**src/rtl/scmm_ram.sv**
```systemverilog
// ----------------------------------------------------------------------------
// scmm_ram
// Generic single-write, single-read memory with registered read data.
// ----------------------------------------------------------------------------
module scmm_ram #(
  parameter int WIDTH = 8,
  parameter int DEPTH = 16
) (
  input  logic                     clk,
  input  logic                     we,
  input  logic [$clog2(DEPTH)-1:0] waddr,
  input  logic [WIDTH-1:0]         wdata,
  input  logic [$clog2(DEPTH)-1:0] raddr,
  output logic [WIDTH-1:0]         rdata
);

  logic [WIDTH-1:0] mem [DEPTH];

  always_ff @(posedge clk) begin
    if (we) begin
      mem[waddr] <= wdata;
    end
    rdata <= mem[raddr];
  end

endmodule

```
**config.mk**
```make
export PLATFORM = sky130hd
export DESIGN_NAME = scmm_ram
export DESIGN_NICKNAME = d
export VERILOG_FILES = /design/src/rtl/scmm_ram.sv
export SDC_FILE = /design/constraint.sdc
export NUM_CORES = 1
export LEC_CHECK = 0
export BUFFER_PORTS_ARGS = -buffer_cell sky130_fd_sc_hd__buf_2
export CAP_MARGIN = 25
export CELL_PAD_IN_SITES_DETAIL_PLACEMENT = 0
export CELL_PAD_IN_SITES_GLOBAL_PLACEMENT = 1
export CORE_ASPECT_RATIO = 0.75
export CORE_MARGIN = 2
export CORE_UTILIZATION = 53
export CTS_CLUSTER_DIAMETER = 200
export CTS_CLUSTER_SIZE = 20
export DETAILED_ROUTE_END_ITERATION = 10
export PLACE_DENSITY_LB_ADDON = 0.25
export SLEW_MARGIN = 15
export SYNTH_ARGS = -nofsm -noshare
export SYNTH_HDL_FRONTEND = slang
export SYNTH_SLANG_ARGS = --single-unit
```
**constraint.sdc**
```tcl
create_clock -name clk -period 2.2 [get_ports clk]
set_input_delay 0.33 -clock clk [delete_from_list [all_inputs] [get_ports clk]]
set_output_delay 0.33 -clock clk [all_outputs]
set_load 0.05 [all_outputs]
```
==> Word level (Yosys, flattened, before mapping) <==
Memories as Yosys holds them, arrays and structs flattened. A register that Yosys moved wholly into a read port is not among the register bits.
Index checks and enable logic that the tools add are counted.
{ "word_totals": {"wordCells": 3, "out_inout_bits": 8, "n_memories": 1, "inputBits": 18, "mem_bits_rw": 128, "reg_bits": 0} }
{ "memory_table": {"columns": ["memory", "words", "word_bits", "read_ports", "rd_ports_with_merged_regs", "wr", "line_no", "text"], "rows": [
  ["mem", 16, 8, 1, 1, 1, "17", "logic [WIDTH-1:0] mem [DEPTH];"]
]} }
{ "op_classes": {"mux": 2} }
{ "op_table": {"columns": ["cell", "n"], "rows": [
  ["2-to-1 mux 1 bit", 2]
]} }

==> Depth between registers and ports, before layout <==
{ "depth": {"word_depth": 2, "depth_mapped": 5} }

==> Least setup slack after synthesis <==
No wires, ideal clock.
{ "synth_timing": {"path_kind": "in2reg", "from": "in waddr[2]", "to": "mem mem[0][0] (enable)", "t_required_ps": 1817, "setup_slack_ps": 377, "setup_ps": 383, "stages": 2, "t_arrival_ps": 1440, "cell_sequence": "or3b_2 -> nor3_1"} }
{ "synth_lines": {"columns": ["item", "line_no", "text"], "rows": [
  ["start: declaration", "11", "input logic [$clog2(DEPTH)-1:0] waddr,"],
  ["end: declaration", "17", null]
]} }
Straight into the memory's write port.

==> metrics.yaml <==
worst_setup_path:
  crit_arrival_ns: 1.67
  crit_type: "reg -> reg"
  cp-start-kind: "register"
  cp_max_fo: 1
  cpMaxStageDelayCell: "mux4_2"
  cp-end-kind: "register"
  r2r_start: "mem[10][7]"
  cp_data_required_time_ns: 2.48
  max_stage_delay_ns: 0.46
  path_cells: "mux4_2, a22oi_1, nand2_1"
  startpoint: "mem[10][7]"
  path_buf_inv: 0
  crit_family: "multiplexers"
logic_synthesis:
  ys_top_cells_by_count: "128 x edfxtp_1, 18 x mux4_2, 16 x a22oi_1, 14 x mux4_1, 13 x nor2_1"
  synth_top_area_share_pct: 74.7
  synth_cell_types: 19
  synth-edff-count: 128
  syn_inst: 229
  yosysMostFrequentCell: "edfxtp_1"
  async_reset_ff_share_pct: 0
  ys.flop_type: "edfxtp_1"
  yosys.area.top_type: "edfxtp_1"
  synthesis.nets: 247
  synth_seq_area_share_pct: 77.8
  synth-seq-cells: 136
  synth_area_per_cell_um2: 22.5
  synth_area_leaders: "edfxtp_1 75%, mux4_2 7.9%, mux4_1 7.1%"
  yosysWarnings: 0
  synth_area_um2: 5150
sta:
  max_freq_ghz: 0.717
  slew_headroom_pct: 54.1
  slew_viol_final: 0
  fin_setup_tns_ns: 0
  hold_violations: 0
  post-route-min-period_ns: 1.39
  tightest_slew_ns: 0.687
  report.final.setup_viol: 0
  holdWs_ns: 0.304
  layout_worst_path_cycle_share_pct: 63.4
  rsz0062_at_grt: "no"
  finClkSkew_ns: 0.0110
cts:
  cts.reportedPaths.clkPinSlew_ns: 0.06
  clk_latency_ns: 0.41
  holdBufCountCts: 0
  cts_tree: "built"
  cts-htree-levels: 4
  cts_made_buffers: 17
  ctsResizeCount: 0
  cts-root-buf: "clkbuf_16"
  cts_setup_buffers: 0
  clock-sinks: 136
  ctsLongestPathBuffers: 2
hold_path:
  hold_path.class: "in -> reg"
  hp-start: "wdata[4]"
finish:
  nNetsFinal: 301
  diodes: 0
  area_growth_pct: 19.2
  drive_above_1_share_pct: 31.1
die:
  initial_core_util_pct: 53.9
  core-area_um2: 9540
  dieArea_um2: 10500
  boundaryPins: 26
  num_rows: 31
  die_w_um: 118
  die_h_um: 89.3
status:
  outcome: "finished clean"
routing:
  via_per_inst: 5.56
  ant_nets: 0
  drt-wirelength-per-cell_um: 21.6
  dr.pass1.iters: 4
  drc: 0
  drt_iter0_drc: 203
  drt_wl_total_mm: 9.25
  vias: 2380
global_routing:
  globalRouteTotalUtil_pct: 19.8
  grt_first_pass_wirelength_mm: 14.3
  grt_pass1_vias: 2360
  grt_max_degree: 33
  antenna_found_initial: 0
  overflow: 0
place:
  io_buffers: 25
  globalplace.congestion: 0.694
  hpwl_mm: 5.88
pwr:
  powerDensity_nw_per_um2: 992
  power.leakage_nw: 2.11
  vdd_drop_max_v: 0.000960
run:
  cap_violations: 0
[worst register-to-register path, stage by stage (launching register included)]
cell,delay [ns]
edfxtp_1,0.37
mux4_2,0.46
a22oi_1,0.36
nand2_1,0.08
[final cells by class]
cell class	count	area, um^2
fillers	682	3410
flip-flops and latches	136	4000
clock inverters	9	120
multi-input cells	83	1060
well taps	132	165
repair buffers	45	300
clock buffers	23	488
[stage by stage]
stage / total power (W) / cells / utilization (%) / area, um^2 / setup slack [ns]
floorplan: 0.00317 / 229 / - / 5150 / 0.377
global placement: 0.00329 / 396 / 57.9 / 5530 / 0.361
detailed placement: 0.00330 / 396 / 57.9 / 5530 / 0.365
CTS: 0.00613 / 428 / 64.3 / 6130 / 0.794
global route: 0.00628 / 428 / 64.3 / 6130 / 0.721
finish: 0.00609 / 428 / 64.3 / 6130 / 0.806
[per-layer routing]
| metal | vias to the layer above | routed length (um) | part of all wire, % | GRT usage (%) |
|---|---|---|---|---|
| met1 | 1238 | 4670 | 50 | 29.0 |
| met2 | 45 | 4170 | 45 | 28.9 |
| li1 | 1085 | - | - | - |
| met4 | 0 | 99 | 1.1 | 7.89 |
| met3 | 12 | 311 | 3.4 | 5.36 |
| met5 | - | 0 | 0 | 0 |
[power by group]
part | leakage, nW | switching (W) | internal [W]
Sequential | 1.22 | 0.0000168 | 0.00290
Combinational | 0.585 | 0.000207 | 0.000118
Clock | 0.298 | 0.000957 | 0.00189
[flip-flops by register name, summed over array words and instances (netlist names)]
name	cells
mem	128
rdata	8
[kinds of logic after synthesis]
kind of cell | synth area share [%]
AND/OR/NAND/NOR | 3.18
AO/OA/AOI/OAI | 2.33
buffers and inverters | 1.68
flip-flops | 77.8
multiplexers | 15.0
[placed cells by master (no fill, tap or decap), drive strengths merged]
cell and n:
bufinv 3, nand3 1, nand3b 2, clkinvlp 1, or3b 1, a22oi 16, clkbuf 23, and2 1
clkinv 5, nor2 13, buf 45, nand2b 2, edfxtp 128, dfxtp 8, nand2 9, nor2b 1
and2b 1, nor3 4, mux4 32
[path summary, 6_finish.rpt]
check,to,slack (ns),depth (start not counted)
worst max-delay path,rdata[7],0.81,3
worst min-delay path,mem[2][4],0.30,1
worst max register to register,rdata[7],0.81,3
worst min register to register,rdata[5],0.67,3
Note: power is estimated with default switching activity, not from simulation.
