File: src/rtl/scmm_pkg.sv
// ----------------------------------------------------------------------------
// scmm_pkg
// Shared types, codes and arithmetic helpers of the sparse column multiplier.
// ----------------------------------------------------------------------------
package scmm_pkg;

  typedef enum logic [1:0] {
    CMD_COL_START = 2'd0,
    CMD_ENTRY     = 2'd1,
    CMD_B_ENTRY   = 2'd2,
    CMD_END_COL   = 2'd3
  } cmd_t;

  localparam int CFG_INDEX_W = 2;
  localparam logic [CFG_INDEX_W-1:0] CFG_ROW_COUNT   = 2'd0;
  localparam logic [CFG_INDEX_W-1:0] CFG_INNER_COUNT = 2'd1;

  localparam int CFG_W   = 7;
  localparam int ROW_W   = 6;
  localparam int VAL_W   = 32;
  localparam int ACC_W   = 48;
  localparam int SLOT_W  = 10;
  localparam int PTR_W   = 11;
  localparam int PROD_W  = 64;
  localparam int FRAC_W  = 16;

  localparam logic [CFG_W-1:0] CFG_RESET = 7'd64;

  typedef logic signed [ACC_W-1:0] acc_t;

  // signed add clamped to the 48-bit range
  function automatic acc_t sat_add(input acc_t a, input acc_t b);
    logic signed [ACC_W:0] s;
    s = {a[ACC_W-1], a} + {b[ACC_W-1], b};
    if (s[ACC_W] != s[ACC_W-1]) begin
      sat_add = s[ACC_W] ? {1'b1, {(ACC_W-1){1'b0}}} : {1'b0, {(ACC_W-1){1'b1}}};
    end else begin
      sat_add = s[ACC_W-1:0];
    end
  endfunction

endpackage

File: src/rtl/scmm_mac.sv
// ----------------------------------------------------------------------------
// scmm_mac
// Q16.16 multiply into a product register, then saturating accumulate.
// ----------------------------------------------------------------------------
module scmm_mac
  import scmm_pkg::*;
(
  input  logic                    clk,
  input  logic                    load,
  input  logic signed [VAL_W-1:0] a,
  input  logic signed [VAL_W-1:0] b,
  input  acc_t                    acc_in,
  output acc_t                    sum
);

  logic signed [PROD_W-1:0] prod_r;

  always_ff @(posedge clk) begin
    if (load) begin
      prod_r <= a * b;
    end
  end

  // dropping the low fraction bits rounds toward minus infinity
  assign sum = sat_add(acc_in, prod_r[FRAC_W+ACC_W-1:FRAC_W]);

endmodule

File: config.mk
export PLATFORM = sky130hd
export DESIGN_NAME = scmm_mac
export DESIGN_NICKNAME = d
export VERILOG_FILES = /design/src/rtl/scmm_pkg.sv /design/src/rtl/scmm_mac.sv
export SDC_FILE = /design/constraint.sdc
export NUM_CORES = 2
export LEC_CHECK = 0
export ABC_CLOCK_PERIOD_IN_PS = 7000
export BUFFER_PORTS_ARGS = -buffer_cell sky130_fd_sc_hd__buf_4
export CAP_MARGIN = 10
export CORE_ASPECT_RATIO = 0.8
export CORE_MARGIN = 10
export CORE_UTILIZATION = 45
export CTS_CLUSTER_DIAMETER = 50
export CTS_CLUSTER_SIZE = 14
export DETAILED_ROUTE_END_ITERATION = 10
export GPL_ROUTABILITY_DRIVEN = 0
export PLACE_DENSITY = 0.68
export SLEW_MARGIN = 40
export SYNTH_ARGS = -nofsm -noshare
export SYNTH_HDL_FRONTEND = slang
export SYNTH_SLANG_ARGS = --single-unit
File: constraint.sdc
create_clock -name clk -period 7 [get_ports clk]
set_clock_uncertainty 0.2 [all_clocks]
set_input_delay 0 -clock clk [delete_from_list [all_inputs] [get_ports clk]]
set_output_delay 0 -clock clk [all_outputs]
set_load 0.02 [all_outputs]
=== Word-level counts from Yosys, hierarchy flattened ===
Cells that the tools add are included.

* Memory bits (writable): 0
* Memories: 0
* Bits in latches: 0
* Register bits after elaboration: 64
* ROM bits: 0
* Input bits: 114
* Output and inout bits: 48

* Eq/ne operators: 1
* $lt $le $gt $ge: 0
* Shift operators: 0
* Muxes and demuxes: 2
* Bitwise operators: 0
* Reduce and logical (&&, ||, !) cells: 0
* Add/subtract/negate cells: 1
* Divide/modulo/power cells: 0
* Multipliers: 1

{| class="wikitable"
|+ Operator list
! kind !! count
|-
| $mux 48 || 2
|-
| $mul 32x32->64 || 1
|-
| $add 48x48->49 || 1
|-
| $ne 1x1->1 || 1
|}

=== Depth between registers and ports, before layout ===
* Depth after elaboration: 3
* Gate-level depth with buffers: 28

=== Worst setup path after synthesis ===
OpenSTA, ideal clock, no wires.

* Path kind: input to register
* From: input port b[2]
* To: register prod_r[62] (data pin)
* Library setup time: 264 ps
* Arrival: 7174 ps
* Stages on the path: 25
* Setup slack: -637 ps
* Path buffers: 1
* Required time: 6536 ps
* Cells stage by stage: clkbuf_1 > nand2_1 > inv_1 > fa_1 > fa_1 > fa_1 > inv_1 > fa_1 > inv_1 > fa_1 > fa_1 > inv_1 > fa_1 > inv_1 > fa_1 > ha_1 > a21o_1 > a21o_1 > a21oi_1 > nor2b_1 > o21ai_0 > nand2_1 > and3_1 > nor4_1 > xnor2_1

* Word-level cells in the longest chain between the ends: 1

{| class="wikitable"
|+ RTL lines
! element !! RTL line !! text
|-
| from (decl) || scmm_mac.sv:11 || <nowiki>input logic signed [VAL_W-1:0] b,</nowiki>
|-
| $mul 32x32->64 || scmm_mac.sv:20 || <nowiki>prod_r <= a * b;</nowiki>
|-
| to (signal assigned) || scmm_mac.sv:20 ||
|-
| to (decl) || scmm_mac.sv:16 || <nowiki>logic signed [PROD_W-1:0] prod_r;</nowiki>
|}

No other way between the ends.
A chain may end at the register's enable or synchronous reset.

=== Worst setup path in the final report ===
* From: input port b[19]
* To: register prod_r[58] (data pin)

The elaborated chain is that of the path after synthesis.

==> impl_metrics.tcl <==
set metrics [dict create \
    status "complete, but fails checks" \
    violations "negative setup slack" \
    critPathKind "input pin to flip-flop" \
    min-delay-start "load" \
    overflow 0 \
    cts_buffers 5 \
    dieArea_um2 102000 \
    setup_slack_ns -0.106 \
    cp_cell_sequence "buf_4 -> buf_4 -> nand2_1 -> fa_1 -> fa_1 -> inv_1 -> fa_1 -> fa_1 -> fa_1 -> fa_1 -> fa_1 -> fa_1 -> ha_1 -> nand4_1 -> a2111o_1 -> a21o_1 -> o2111a_1 -> a21oi_4 -> o21ai_4 -> o21bai_1 -> a21boi_1 -> xnor2_1" \
    synth-seq-area-share 0.0357 \
    worst_path_most_repeated_cell "fa_1" \
    drc 0 \
    die_width_um 355 \
    nNetsFinal 6167 \
    drtPass1Iterations 6 \
    wl_per_cell_um 19.9 \
    wl_um 118000 \
    highest_layer "met5" \
    worstPathRequired_ns 6.83 \
    drive_gt1_frac 0.188 \
    synthArstFlopShare 0 \
    first_iter_violations 2289 \
    slew_headroom 0.599 \
    grt_pass1_wl_um 187000 \
    first_global_vias 32600 \
    start_util 0.452 \
    cts_hold_buf 0 \
    final_common_cell "fa_1" \
    chipHeight_um 288 \
    yosysTopAreaCell "fa_1" \
    grt_max_degree 49 \
    endpoint_kind "flip-flop" \
    synth_area_leaders "fa_1, inv_1, and2_1" \
    fmax_mhz 141 \
    ys_ff_latch 48 \
    period_needed_ns 7.11 \
    slowest_delay_ns 0.62 \
    clock-sinks 48 \
    largest_register_ffs 48 \
    core_area_um2 89100 \
    grt_util_all_layers 0.233 \
    syn_avg_cell_area_um2 9.34 \
    cts_max_level 2 \
    wl_met1_um 53000 \
    worst_slew_pin_slew_ns 0.597 \
    holdPathEnd "prod_r[63]" \
    n_antenna_cell 0 \
    regMostFlops "prod_r" \
    tritoncts "done" \
    max_cap_violations 0 \
    ys.flop_type "edfxtp_1" \
    antenna_found_initial 4 \
    met3WireLength_um 16800 \
    top_regs "prod_r: 48 flops" \
    root_buffer "clkbuf_16" \
    arrival_ns 6.93 \
    start_kind "input pin" \
    yosys_warnings 0 \
    std_cell_rows 98 \
    syn_inst 4317 \
    finalSetupViolations 9 \
    areaGrowthSynthToFinish_pct 18.6 \
    syn_nets 5741 \
    hp-class "input pin to flip-flop" \
    ios 162 \
    path_clk_slew_ns 0.06 \
    via_per_inst 5.15 \
    fin_hold_ws_ns 0.0397 \
    slowest_stage "fa_1" \
    grt_setup_unrepaired "true" \
    cp_max_fo 13 \
    cts_buffer_depth 2 \
    synth_top_area_share 0.537 \
    portBuffers 161 \
    finalCritPeriodShare 1.02 \
    ys_types 71 \
    hpwl_um 103000 \
    hold_viol_final 0 \
    maxSlewViolCount 0 \
    hold_depth 1 \
    synth_edf_count 48 \
    final_cell_mix "fa_1, inv_1, nand2_1" \
    dr_total_vias 30600 \
    syn-cell-area_um2 40300 \
    met2WireLength_um 46900 \
    antenna_left 0 \
]
[kinds of logic after synthesis]
| family | share of synthesized area |
|---|---|
| compound gates | 0.0626 |
| simple gates | 0.157 |
| flops | 0.0357 |
| buf+inv | 0.114 |
| fa+ha+maj | 0.609 |
| xor+xnor | 0.0226 |
[worst max-delay path, delay by kind of cell]
kind / cells / cell delay [ns]
buf+inv: 3 / 0.53
simple gates: 2 / 0.30
xor+xnor: 1 / 0.15
fa+ha+maj: 9 / 4.50
compound gates: 7 / 1.43
[metal layers]
| layer | GRT usage | up-vias |
|---|---|---|
| met2 | 0.323 | 1498 |
| met3 | 0.0942 | 68 |
| met5 | 0 | - |
| li1 | - | 13600 |
| met1 | 0.347 | 15400 |
| met4 | 0.0228 | 8 |
[area by class of cell]
class,count,area (um^2)
Timing Repair Buffer,653,5880
Clock inverter,3,13.8
Sequential cell,48,1440
Inverter,969,3640
Tap cell,1200,1500
Fill cell,7797,41300
Clock buffer,5,125
Multi-Input combinational cell,3066,35200
[synth_stat cells (13+ instances only)]
library cell,count
a211oi_1,14
a21o_1,58
a21oi_1,120
and2_1,513
buf_2,15
clkbuf_1,211
edfxtp_1,48
fa_1,1082
ha_1,228
inv_1,969
nand2_1,554
nand2b_1,13
nand3_1,26
nand4_1,28
nor2_1,72
o21ai_0,68
o21ai_1,16
o21bai_1,18
xnor2_1,62
xor2_1,39
[repair_timing]
item / 4_1_cts / 5_1_grt
gates cloned: 4 / 2
setup buffers: 24 / 20
setup endpoints to repair: 19 / 31
resized for setup: 138 / 185
pin swaps: 75 / 85
[through the flow]
step           cells  area, um^2  utilization  TNS [ns]  worst slack, ns
6_report        5944       47800        0.537    -0.506           -0.106
4_1_cts         5924       46900        0.526    -0.187          -0.0994
3_5_place_dp    5888       45900        0.515    -10.42           -0.567
5_1_grt         5944       47800        0.537     -3.04           -0.378
3_3_place_gp    5888       45900        0.515     -8.73           -0.547
2_1_floorplan   4317       40600            -    -0.519           -0.138
[how the worst max path moves through the flow]
stage | from | endpoint | cells past startpoint
floorplan | a[31] | prod_r[56] | 22
finish | b[19] | prod_r[58] | 22
global placement | a[13] | prod_r[53] | 26
CTS | b[5] | prod_r[53] | 26
global route | b[2] | prod_r[61] | 27
detailed placement | a[13] | prod_r[53] | 26
Power is not shown: default switching activity piles up to over one toggle a cycle in this logic, so the estimate is an artifact.
